<file path="src/crc16_command_frame_builder_defines.svh">
// Assertion macros for the CRC-16 command frame builder.
// No dependencies; included by the top level.
`ifndef CRC16_COMMAND_FRAME_BUILDER_DEFINES_SVH
`define CRC16_COMMAND_FRAME_BUILDER_DEFINES_SVH

// Same-cycle implication, disabled during reset.
`define CFB_ASSERT_IMP(label, clk, rstn, ante, cons, msg) \
    label: assert property (@(posedge clk) disable iff (!(rstn)) (ante) |-> (cons)) \
        else $error(msg);

// Next-cycle implication, disabled during reset.
`define CFB_ASSERT_NEXT(label, clk, rstn, ante, cons, msg) \
    label: assert property (@(posedge clk) disable iff (!(rstn)) (ante) |=> (cons)) \
        else $error(msg);

`endif

</file>
<file path="src/crcfb_pkg.sv">
// Shared types, constants and the CRC fold for the command frame builder.
// No dependencies.
`default_nettype none

package crcfb_pkg;

    localparam logic [1:0]  MODE_BEGIN = 2'd0;
    localparam logic [1:0]  MODE_DATA  = 2'd1;
    localparam logic [1:0]  MODE_END   = 2'd2;

    localparam logic [1:0]  CFG_CRC_ENABLE     = 2'd0;
    localparam logic [1:0]  CFG_ADDR_ENABLE    = 2'd1;
    localparam logic [1:0]  CFG_DEVICE_ADDRESS = 2'd2;

    localparam logic [7:0]  FRAME_HEADER = 8'hEE;
    localparam logic [31:0] FRAME_TAIL   = 32'hFFFC_FFFF;
    localparam logic [15:0] CRC_POLY     = 16'hA001;
    localparam logic [15:0] CRC_INIT     = 16'hFFFF;

    localparam int STEP_W = 3;

    typedef enum logic [1:0] {
        CMD_BEGIN,
        CMD_DATA,
        CMD_END
    } cmd_kind_t;

    // begin: word = address, flag = addr_enable
    // data:  word[7:0] = byte
    // end:   word = crc, flag = crc_enable
    typedef struct packed {
        cmd_kind_t   kind;
        logic        flag;
        logic [15:0] word;
    } cmd_t;

    typedef struct packed {
        logic [15:0] crc;
    } front_status_t;

    typedef struct packed {
        logic [STEP_W-1:0] step;
    } back_status_t;

    // Reflected CRC-16, one byte, LSB first.
    function automatic logic [15:0] crc16_fold(input logic [15:0] crc_in,
                                               input logic [7:0]  data);
        logic [15:0] c;
        c = crc_in ^ {8'h00, data};
        for (int i = 0; i < 8; i++) begin
            if (c[0]) begin
                c = (c >> 1) ^ CRC_POLY;
            end else begin
                c = c >> 1;
            end
        end
        return c;
    endfunction

endpackage

`default_nettype wire

</file>
<file path="src/crcfb_front.sv">
// Front end: config registers, input decode and the running CRC.
// Depends on crcfb_pkg.
`default_nettype none

module crcfb_front (
    input  wire logic                  aclk,
    input  wire logic                  aresetn,
    input  wire logic                  cfg_wr_en,
    input  wire logic [1:0]            cfg_index,
    input  wire logic [15:0]           cfg_wdata,
    input  wire logic                  s_valid,
    output logic                       s_ready,
    input  wire logic [1:0]            s_mode,
    input  wire logic [7:0]            s_data_byte,
    output logic                       push_valid,
    input  wire logic                  push_ready,
    output crcfb_pkg::cmd_t            push_entry,
    output crcfb_pkg::front_status_t   status
);

    logic        crc_enable_reg;
    logic        addr_enable_reg;
    logic [15:0] device_address_reg;
    logic [15:0] crc_reg;
    logic [15:0] crc_next;
    logic        is_cmd;
    logic        accept;

    assign s_ready = push_ready;
    assign accept  = s_valid && s_ready;

    always_ff @(posedge aclk) begin
        if (!aresetn) begin
            crc_enable_reg     <= 1'b1;
            addr_enable_reg    <= 1'b0;
            device_address_reg <= 16'h0000;
        end else if (cfg_wr_en) begin
            unique case (cfg_index)
                crcfb_pkg::CFG_CRC_ENABLE:     crc_enable_reg     <= cfg_wdata[0];
                crcfb_pkg::CFG_ADDR_ENABLE:    addr_enable_reg    <= cfg_wdata[0];
                crcfb_pkg::CFG_DEVICE_ADDRESS: device_address_reg <= cfg_wdata;
                default: ;
            endcase
        end
    end

    // decode
    always_comb begin
        is_cmd          = 1'b1;
        crc_next        = crc_reg;
        push_entry.kind = crcfb_pkg::CMD_DATA;
        push_entry.flag = 1'b0;
        push_entry.word = {8'h00, s_data_byte};
        unique case (s_mode)
            crcfb_pkg::MODE_BEGIN: begin
                push_entry.kind = crcfb_pkg::CMD_BEGIN;
                push_entry.flag = addr_enable_reg;
                push_entry.word = device_address_reg;
                crc_next        = crcfb_pkg::CRC_INIT;
            end
            crcfb_pkg::MODE_DATA: begin
                crc_next = crcfb_pkg::crc16_fold(crc_reg, s_data_byte);
            end
            crcfb_pkg::MODE_END: begin
                push_entry.kind = crcfb_pkg::CMD_END;
                push_entry.flag = crc_enable_reg;
                push_entry.word = crc_reg;
            end
            default: begin
                is_cmd = 1'b0;   // unused mode: dropped
            end
        endcase
    end

    assign push_valid = s_valid && is_cmd;

    always_ff @(posedge aclk) begin
        if (!aresetn) begin
            crc_reg <= crcfb_pkg::CRC_INIT;
        end else if (accept) begin
            crc_reg <= crc_next;
        end
    end

    assign status.crc = crc_reg;

endmodule

`default_nettype wire

</file>
<file path="src/crcfb_queue.sv">
// Small command queue between front and back ends.
// Depends on crcfb_pkg.
`default_nettype none

module crcfb_queue #(
    parameter int DEPTH = 4
) (
    input  wire logic            aclk,
    input  wire logic            aresetn,
    input  wire logic            push_valid,
    output logic                 push_ready,
    input  wire crcfb_pkg::cmd_t push_entry,
    output logic                 pop_valid,
    input  wire logic            pop,
    output crcfb_pkg::cmd_t      pop_entry
);

    localparam int AW = (DEPTH > 1) ? $clog2(DEPTH) : 1;
    localparam int CW = $clog2(DEPTH + 1);
    localparam logic [AW-1:0] LAST_PTR = AW'(DEPTH - 1);
    localparam logic [CW-1:0] FULL_CNT = CW'(DEPTH);

    crcfb_pkg::cmd_t entries [DEPTH];
    logic [AW-1:0]   wr_ptr_reg;
    logic [AW-1:0]   rd_ptr_reg;
    logic [CW-1:0]   count_reg;
    logic            do_push;
    logic            do_pop;

    assign push_ready = (count_reg != FULL_CNT);
    assign pop_valid  = (count_reg != '0);
    assign do_push    = push_valid && push_ready;
    assign do_pop     = pop && pop_valid;
    assign pop_entry  = entries[rd_ptr_reg];

    always_ff @(posedge aclk) begin
        if (do_push) begin
            entries[wr_ptr_reg] <= push_entry;
        end
    end

    always_ff @(posedge aclk) begin
        if (!aresetn) begin
            wr_ptr_reg <= '0;
            rd_ptr_reg <= '0;
            count_reg  <= '0;
        end else begin
            if (do_push) begin
                wr_ptr_reg <= (wr_ptr_reg == LAST_PTR) ? '0 : wr_ptr_reg + 1'b1;
            end
            if (do_pop) begin
                rd_ptr_reg <= (rd_ptr_reg == LAST_PTR) ? '0 : rd_ptr_reg + 1'b1;
            end
            if (do_push && !do_pop) begin
                count_reg <= count_reg + 1'b1;
            end else if (do_pop && !do_push) begin
                count_reg <= count_reg - 1'b1;
            end
        end
    end

endmodule

`default_nettype wire

</file>
<file path="src/crcfb_back.sv">
// Back end: expands each queued command into frame bytes, one per cycle while m_ready is high.
// Depends on crcfb_pkg.
`default_nettype none

module crcfb_back (
    input  wire logic                 aclk,
    input  wire logic                 aresetn,
    input  wire logic                 cmd_valid,
    input  wire crcfb_pkg::cmd_t      cmd,
    output logic                      cmd_pop,
    output logic                      m_valid,
    input  wire logic                 m_ready,
    output logic [7:0]                m_out_byte,
    output logic                      m_run_last,
    output crcfb_pkg::back_status_t   status
);

    logic [crcfb_pkg::STEP_W-1:0] step_reg;
    logic [crcfb_pkg::STEP_W-1:0] step_next;
    logic [crcfb_pkg::STEP_W-1:0] end_idx;
    logic                         m_valid_reg;
    logic [7:0]                   out_byte_reg;
    logic                         run_last_reg;
    logic [7:0]                   byte_next;
    logic                         last_next;
    logic                         load;

    // without CRC the end frame skips the two CRC slots
    assign end_idx = step_reg + (cmd.flag ? 3'd0 : 3'd2);

    always_comb begin
        byte_next = 8'h00;
        last_next = 1'b1;
        unique case (cmd.kind)
            crcfb_pkg::CMD_BEGIN: begin
                case (step_reg)
                    3'd0:    byte_next = crcfb_pkg::FRAME_HEADER;
                    3'd1:    byte_next = cmd.word[15:8];
                    default: byte_next = cmd.word[7:0];
                endcase
                last_next = (step_reg == (cmd.flag ? 3'd2 : 3'd0));
            end
            crcfb_pkg::CMD_DATA: begin
                byte_next = cmd.word[7:0];
                last_next = 1'b1;
            end
            crcfb_pkg::CMD_END: begin
                case (end_idx)
                    3'd0:    byte_next = cmd.word[15:8];
                    3'd1:    byte_next = cmd.word[7:0];
                    3'd2:    byte_next = crcfb_pkg::FRAME_TAIL[31:24];
                    3'd3:    byte_next = crcfb_pkg::FRAME_TAIL[23:16];
                    3'd4:    byte_next = crcfb_pkg::FRAME_TAIL[15:8];
                    default: byte_next = crcfb_pkg::FRAME_TAIL[7:0];
                endcase
                last_next = (end_idx == 3'd5);
            end
            default: begin
                byte_next = 8'h00;
                last_next = 1'b1;
            end
        endcase
    end

    assign load      = cmd_valid && (!m_valid_reg || m_ready);
    assign cmd_pop   = load && last_next;
    assign step_next = last_next ? '0 : step_reg + 1'b1;

    always_ff @(posedge aclk) begin
        if (!aresetn) begin
            step_reg    <= '0;
            m_valid_reg <= 1'b0;
        end else begin
            if (load) begin
                step_reg    <= step_next;
                m_valid_reg <= 1'b1;
            end else if (m_ready) begin
                m_valid_reg <= 1'b0;
            end
        end
    end

    always_ff @(posedge aclk) begin
        if (load) begin
            out_byte_reg <= byte_next;
            run_last_reg <= last_next;
        end
    end

    assign m_valid     = m_valid_reg;
    assign m_out_byte  = out_byte_reg;
    assign m_run_last  = run_last_reg;
    assign status.step = step_reg;

endmodule

`default_nettype wire

</file>
<file path="src/crc16_command_frame_builder.sv">
// Top level of the CRC-16 (Modbus) command frame builder.
// Depends on crcfb_pkg, crcfb_front, crcfb_queue, crcfb_back and the defines header.
//
// Usage:
//   Input channel (s_valid/s_ready): one item per request. s_mode 0 opens a
//   frame (header 0xEE, optional device address), 1 sends s_data_byte and
//   folds it into the CRC, 2 closes the frame (optional CRC high/low, then
//   FF FC FF FF). Mode 3 is accepted and dropped.
//   Output channel (m_valid/m_ready): one byte per item; m_run_last marks
//   the final byte produced by a request.
//   Config port: cfg_wr_en writes cfg_wdata into register cfg_index
//   (0 crc_enable, 1 addr_enable, 2 device_address); index 3 is ignored.
//   The first byte of a request is registered in the queue, then in the
//   output register, before it is shown.
//   Throughput: one output byte per cycle while m_ready is high, set by the
//   single back-end output register; payload gives 1 byte, a begin 1 or 3,
//   an end 4 or 6. The front accepts one item per cycle while the queue has room.
//   Reset: config returns to crc_enable=1, addr_enable=0, address 0; CRC is
//   0xFFFF; queue and output are empty. No clearing pass is needed.
//   Stall: when m_ready is low the byte holds; the queue keeps taking items
//   until QUEUE_DEPTH commands are waiting, then s_ready drops.
`default_nettype none
`include "crc16_command_frame_builder_defines.svh"

module crc16_command_frame_builder #(
    parameter int QUEUE_DEPTH = 4
) (
    input  wire logic        aclk,
    input  wire logic        aresetn,
    // config
    input  wire logic        cfg_wr_en,
    input  wire logic [1:0]  cfg_index,
    input  wire logic [15:0] cfg_wdata,
    // request items
    input  wire logic        s_valid,
    output logic             s_ready,
    input  wire logic [1:0]  s_mode,
    input  wire logic [7:0]  s_data_byte,
    // frame bytes
    output logic             m_valid,
    input  wire logic        m_ready,
    output logic [7:0]       m_out_byte,
    output logic             m_run_last
);

    logic                     push_valid;
    logic                     push_ready;
    crcfb_pkg::cmd_t          push_entry;
    logic                     q_valid;
    logic                     q_pop;
    crcfb_pkg::cmd_t          q_entry;
    crcfb_pkg::front_status_t front_stat;
    crcfb_pkg::back_status_t  back_stat;

    // front: config, decode, running CRC
    crcfb_front u_front (
        .aclk        (aclk),
        .aresetn     (aresetn),
        .cfg_wr_en   (cfg_wr_en),
        .cfg_index   (cfg_index),
        .cfg_wdata   (cfg_wdata),
        .s_valid     (s_valid),
        .s_ready     (s_ready),
        .s_mode      (s_mode),
        .s_data_byte (s_data_byte),
        .push_valid  (push_valid),
        .push_ready  (push_ready),
        .push_entry  (push_entry),
        .status      (front_stat)
    );

    // decoupling queue
    crcfb_queue #(
        .DEPTH (QUEUE_DEPTH)
    ) u_queue (
        .aclk       (aclk),
        .aresetn    (aresetn),
        .push_valid (push_valid),
        .push_ready (push_ready),
        .push_entry (push_entry),
        .pop_valid  (q_valid),
        .pop        (q_pop),
        .pop_entry  (q_entry)
    );

    // back: byte sequencer and output register
    crcfb_back u_back (
        .aclk       (aclk),
        .aresetn    (aresetn),
        .cmd_valid  (q_valid),
        .cmd        (q_entry),
        .cmd_pop    (q_pop),
        .m_valid    (m_valid),
        .m_ready    (m_ready),
        .m_out_byte (m_out_byte),
        .m_run_last (m_run_last),
        .status     (back_stat)
    );

    // a begin item restarts the CRC
    `CFB_ASSERT_NEXT(a_begin_crc_init, aclk, aresetn, s_valid && s_ready && (s_mode == crcfb_pkg::MODE_BEGIN), front_stat.crc == crcfb_pkg::CRC_INIT, "CRC not reinitialized after begin item")
    // the sequencer is never mid-command with nothing queued
    `CFB_ASSERT_IMP(a_idle_step_zero, aclk, aresetn, !q_valid, back_stat.step == '0, "back end step nonzero with empty queue")
    // a command leaves the queue only on its last byte
    `CFB_ASSERT_NEXT(a_pop_marks_last, aclk, aresetn, q_pop, m_valid && m_run_last, "queue pop without last byte")

endmodule

`default_nettype wire
</file>
<file path="config.mk">
export PLATFORM = sky130hd
export DESIGN_NAME = crc16_command_frame_builder
export DESIGN_NICKNAME = d
export VERILOG_FILES = /design/src/crcfb_pkg.sv /design/src/crcfb_front.sv /design/src/crcfb_queue.sv /design/src/crcfb_back.sv /design/src/crc16_command_frame_builder.sv
export VERILOG_INCLUDE_DIRS = /design/src /design/src/src
export SDC_FILE = /design/constraint.sdc
export NUM_CORES = 1
export LEC_CHECK = 0
export BUFFER_PORTS_ARGS = -buffer_cell sky130_fd_sc_hd__buf_2
export CAP_MARGIN = 20
export CORE_MARGIN = 2
export CORE_UTILIZATION = 48
export DETAILED_ROUTE_END_ITERATION = 10
export PLACE_DENSITY = 0.74
export SLEW_MARGIN = 5
export SYNTH_ARGS = -nofsm -noshare
export SYNTH_HDL_FRONTEND = slang
export SYNTH_SLANG_ARGS = --single-unit
</file>
<file path="constraint.sdc">
create_clock -name aclk -period 6.1 [get_ports aclk]
set_clock_uncertainty 0.15 [all_clocks]
set_input_delay 0.305 -clock aclk [delete_from_list [all_inputs] [get_ports aclk]]
set_output_delay 0.305 -clock aclk [all_outputs]
set_load 0.02 [all_outputs]
</file>
==> results by group <==
Status
  – Run status: completed

Timing
  – Final Max Slew Viols: 0
  – Worst Tran Pin Value: 972 ps
  – Minimum clock period: 4040 ps
  – RSZ-0062 raised after global routing: false
  – Final worst-path cycle share: 66.3%
  – Final hold vios: 0
  – Worst slew margin: 35.1%
  – Fmax: 247 MHz
  – Setup ws final: 2060 ps
  – Sum Neg Setup Slack: 0 ps
  – Worst hold slack: 26.4 ps
  – Setup violators final: 0

Layout
  – Share of layout cells above drive strength 1: 18.6%
  – Commonest non-fill, non-tap cell in the layout: edfxtp_1
  – Multi-input gate area: 2270 um^2
  – Area growth from synthesis to layout: 17.6%
  – Nets: 574
  – FILL cells: 951
  – N_diodes: 0
  – Max reg flops: 76
  – Most frequent cells in the layout: 85 x edfxtp_1, 74 x nand2_1, 47 x dfxtp_1
  – Fin util: 58.0%
  – Seq. cell area: 3490 um^2

Yosys
  – Yosys Warn Count: 0
  – Number of flops mapped to enable cells by yosys: 85
  – Dominant cell type by area after synthesis: edfxtp_1
  – Synth unique cells: 50
  – Yosys reg bits: 132
  – Largest cells by area after synthesis: edfxtp_1 43%, dfxtp_1 16%, mux4_2 7.2%
  – Syn Inst Count: 478
  – Ys flop type: edfxtp_1
  – Async set or reset register ratio after synthesis: 0%
  – Synthesized cell area: 5920 um^2
  – Syn nets: 522
  – Sequential share of the synthesized area: 59.0%
  – Avg Inst Size Synth: 12.4 um^2
  – Synth top area share: 43.1%

Setup path
  – Worst setup EP type: flop
  – CP required: 6280 ps
  – Reg2Reg Depth: 13
  – CP Cell Sequence: mux4_2 > inv_1 > ha_1 > nand2b_1 > nor3_2 > a311o_4 > nand2_1 > ha_1 > inv_1 > fa_1 > xor2_1 > or3_1 > a21boi_0
  – Slowest cell on crit path: dfxtp_1
  – Critical Path Fanout Max: 21
  – Critical path type: flop to flop
  – Data arrival, critical path: 4230 ps
  – Reg-to-reg endpoint: u_queue.count_reg[2]
  – Startpoint types: flop
  – R2R Setup Slk: 2060 ps
  – Slowest stage delay, CP: 950 ps

Drt
  – Drt pass-1 iters: 4
  – Vias per std cell: 5.52
  – Antenna-violating nets left: 0
  – Post-Route WL: 11.6 mm
  – DR iter-0 viols: 182
  – Vias after detailed routing: 3806
  – # DRC: 0
  – DR WL/cell: 16.8 um

Clock network
  – H-tree lvl count: 4
  – Num CTS Buffers: 17
  – Root Driver: clkbuf_16
  – Max clock buf depth: 2
  – CTS tree: yes
  – Hold Buf Count CTS: 16
  – Worst-path clk slew: 50 ps
  – Clk sinks: 132
  – Clk Latency, worst-skew pair: 410 ps
  – # resized after CTS: 0
  – Setup bufs post-CTS: 0

Pwr
  – Peak supply drop: 0.247 mV
  – Comb power frac: 25.8%
  – Leak: 2.52 nW
  – Tot Pwr: 0.00288 W
  – Switching share of power: 30.0%
  – Power density cells: 414 nW/um^2
  – Seq pwr share: 39.7%
  – Clock share of power: 34.5%
  – Psw: 0.000864 W
  – Int Power: 0.00202 W

Placed design
  – Post-DP HPWL: 7.71 mm
  – Number of port buffers: 43
  – Pre-CTS setup slack: 2010 ps
  – Routability cong.: 0.873

Floorplanning
  – Die W: 115 um
  – IO Pins: 44
  – Die H: 115 um
  – Cell Rows: 40
  – Die ar.: 13200 um^2
  – Starting Density: 49.3%
  – Core Region: 12000 um^2

GRT
  – Remaining Overflow, GRT: 0
  – Global-route wire length before repair: 19.2 mm
  – GRT Util Overall: 19.2%
  – Largest net degree at the start of global routing: 48
  – Vias in the first global route: 3866
  – Initial antenna violation count: 0

Hold path
  – Hold Path Depth: 4
  – WHS Endpoint: u_back.m_valid
  – Class of the worst hold path: input port to flop
  – Hold_sp: m_ready

Run
  – Max-cap check violation count: 0
-- how the worst max path moves through the flow --
stage                           end  slack (ps)  cells after the start
2_1_floorplan  u_queue.count_reg[2]        2310                     15
3_3_place_gp   u_queue.count_reg[2]        2200                     13
3_5_place_dp   u_queue.count_reg[2]        2010                     13
4_1_cts        u_queue.count_reg[2]        1990                     13
5_1_grt        u_queue.count_reg[2]        1750                     13
6_report       u_queue.count_reg[2]        2060                     13
-- per-layer routing --
metal	up-vias	share of wire [%]	GRT usage [%]
met5	-	0	0
met4	0	2.4	8.51
met3	25	4.8	5.11
met2	113	49	31.8
met1	1824	44	23.9
li1	1844	-	-
-- cell usage after synthesis (4+ instances only) --
master,number
a21boi_0,19
a21oi_1,10
a31oi_1,4
and2_1,7
buf_2,4
clkbuf_1,21
dfxtp_1,47
edfxtp_1,85
ha_1,10
inv_1,9
mux2i_1,24
mux4_2,19
nand2_1,74
nand3_1,7
nand3b_1,9
nor2_1,20
nor2b_1,8
nor3_1,6
o21ai_0,31
o22ai_1,4
xnor2_1,19
xor2_1,4
-- final cells by class --
class,count,share of cell area (%)
Clock buffer,20,6.56
Multi-Input combinational cell,308,32.6
Clock inverter,12,1.90
Inverter,10,0.539
Tap cell,147,2.64
Timing Repair Buffer,61,5.61
Sequential cell,132,50.2
-- stage by stage --
step / cells / cell area, um^2
after floorplan: 478 / 5920
after global placement: 642 / 6210
after detailed placement: 642 / 6210
after CTS: 690 / 6960
after global routing: 690 / 6960
final: 690 / 6960
-- worst max-delay path, delay by kind of cell, from the launching register on --
kind,cells,cell delay (ps)
XOR/XNOR,1,180
AO/OA/AOI/OAI,2,590
adder cells (fa/ha/maj),3,910
multiplexers,1,410
buffers and inverters,2,140
flip-flops,1,950
AND/OR/NAND/NOR,4,640
-- cell families (layout without fill, tap and decap cells) --
kind of cell	after synthesis	count (layout)	share of synthesized area [%]
AND/OR/NAND/NOR	146	146	11.6
multiplexers	44	44	11.5
adder cells (fa/ha/maj)	11	11	2.45
flip-flops	132	132	59.0
buffers and inverters	38	103	2.68
AO/OA/AOI/OAI	83	83	9.00
XOR/XNOR	24	24	3.78
-- power by group through the flow --
stage	registers, W	logic, W	clock network (W)
finish	0.00114	0.000744	0.000995
floorplan	0.00118	0.000533	0
global placement	0.00116	0.000721	0
global route	0.00116	0.000821	0.00105
CTS	0.00115	0.000745	0.00101
detailed placement	0.00116	0.000734	0
(Power assumes the default switching activity.)
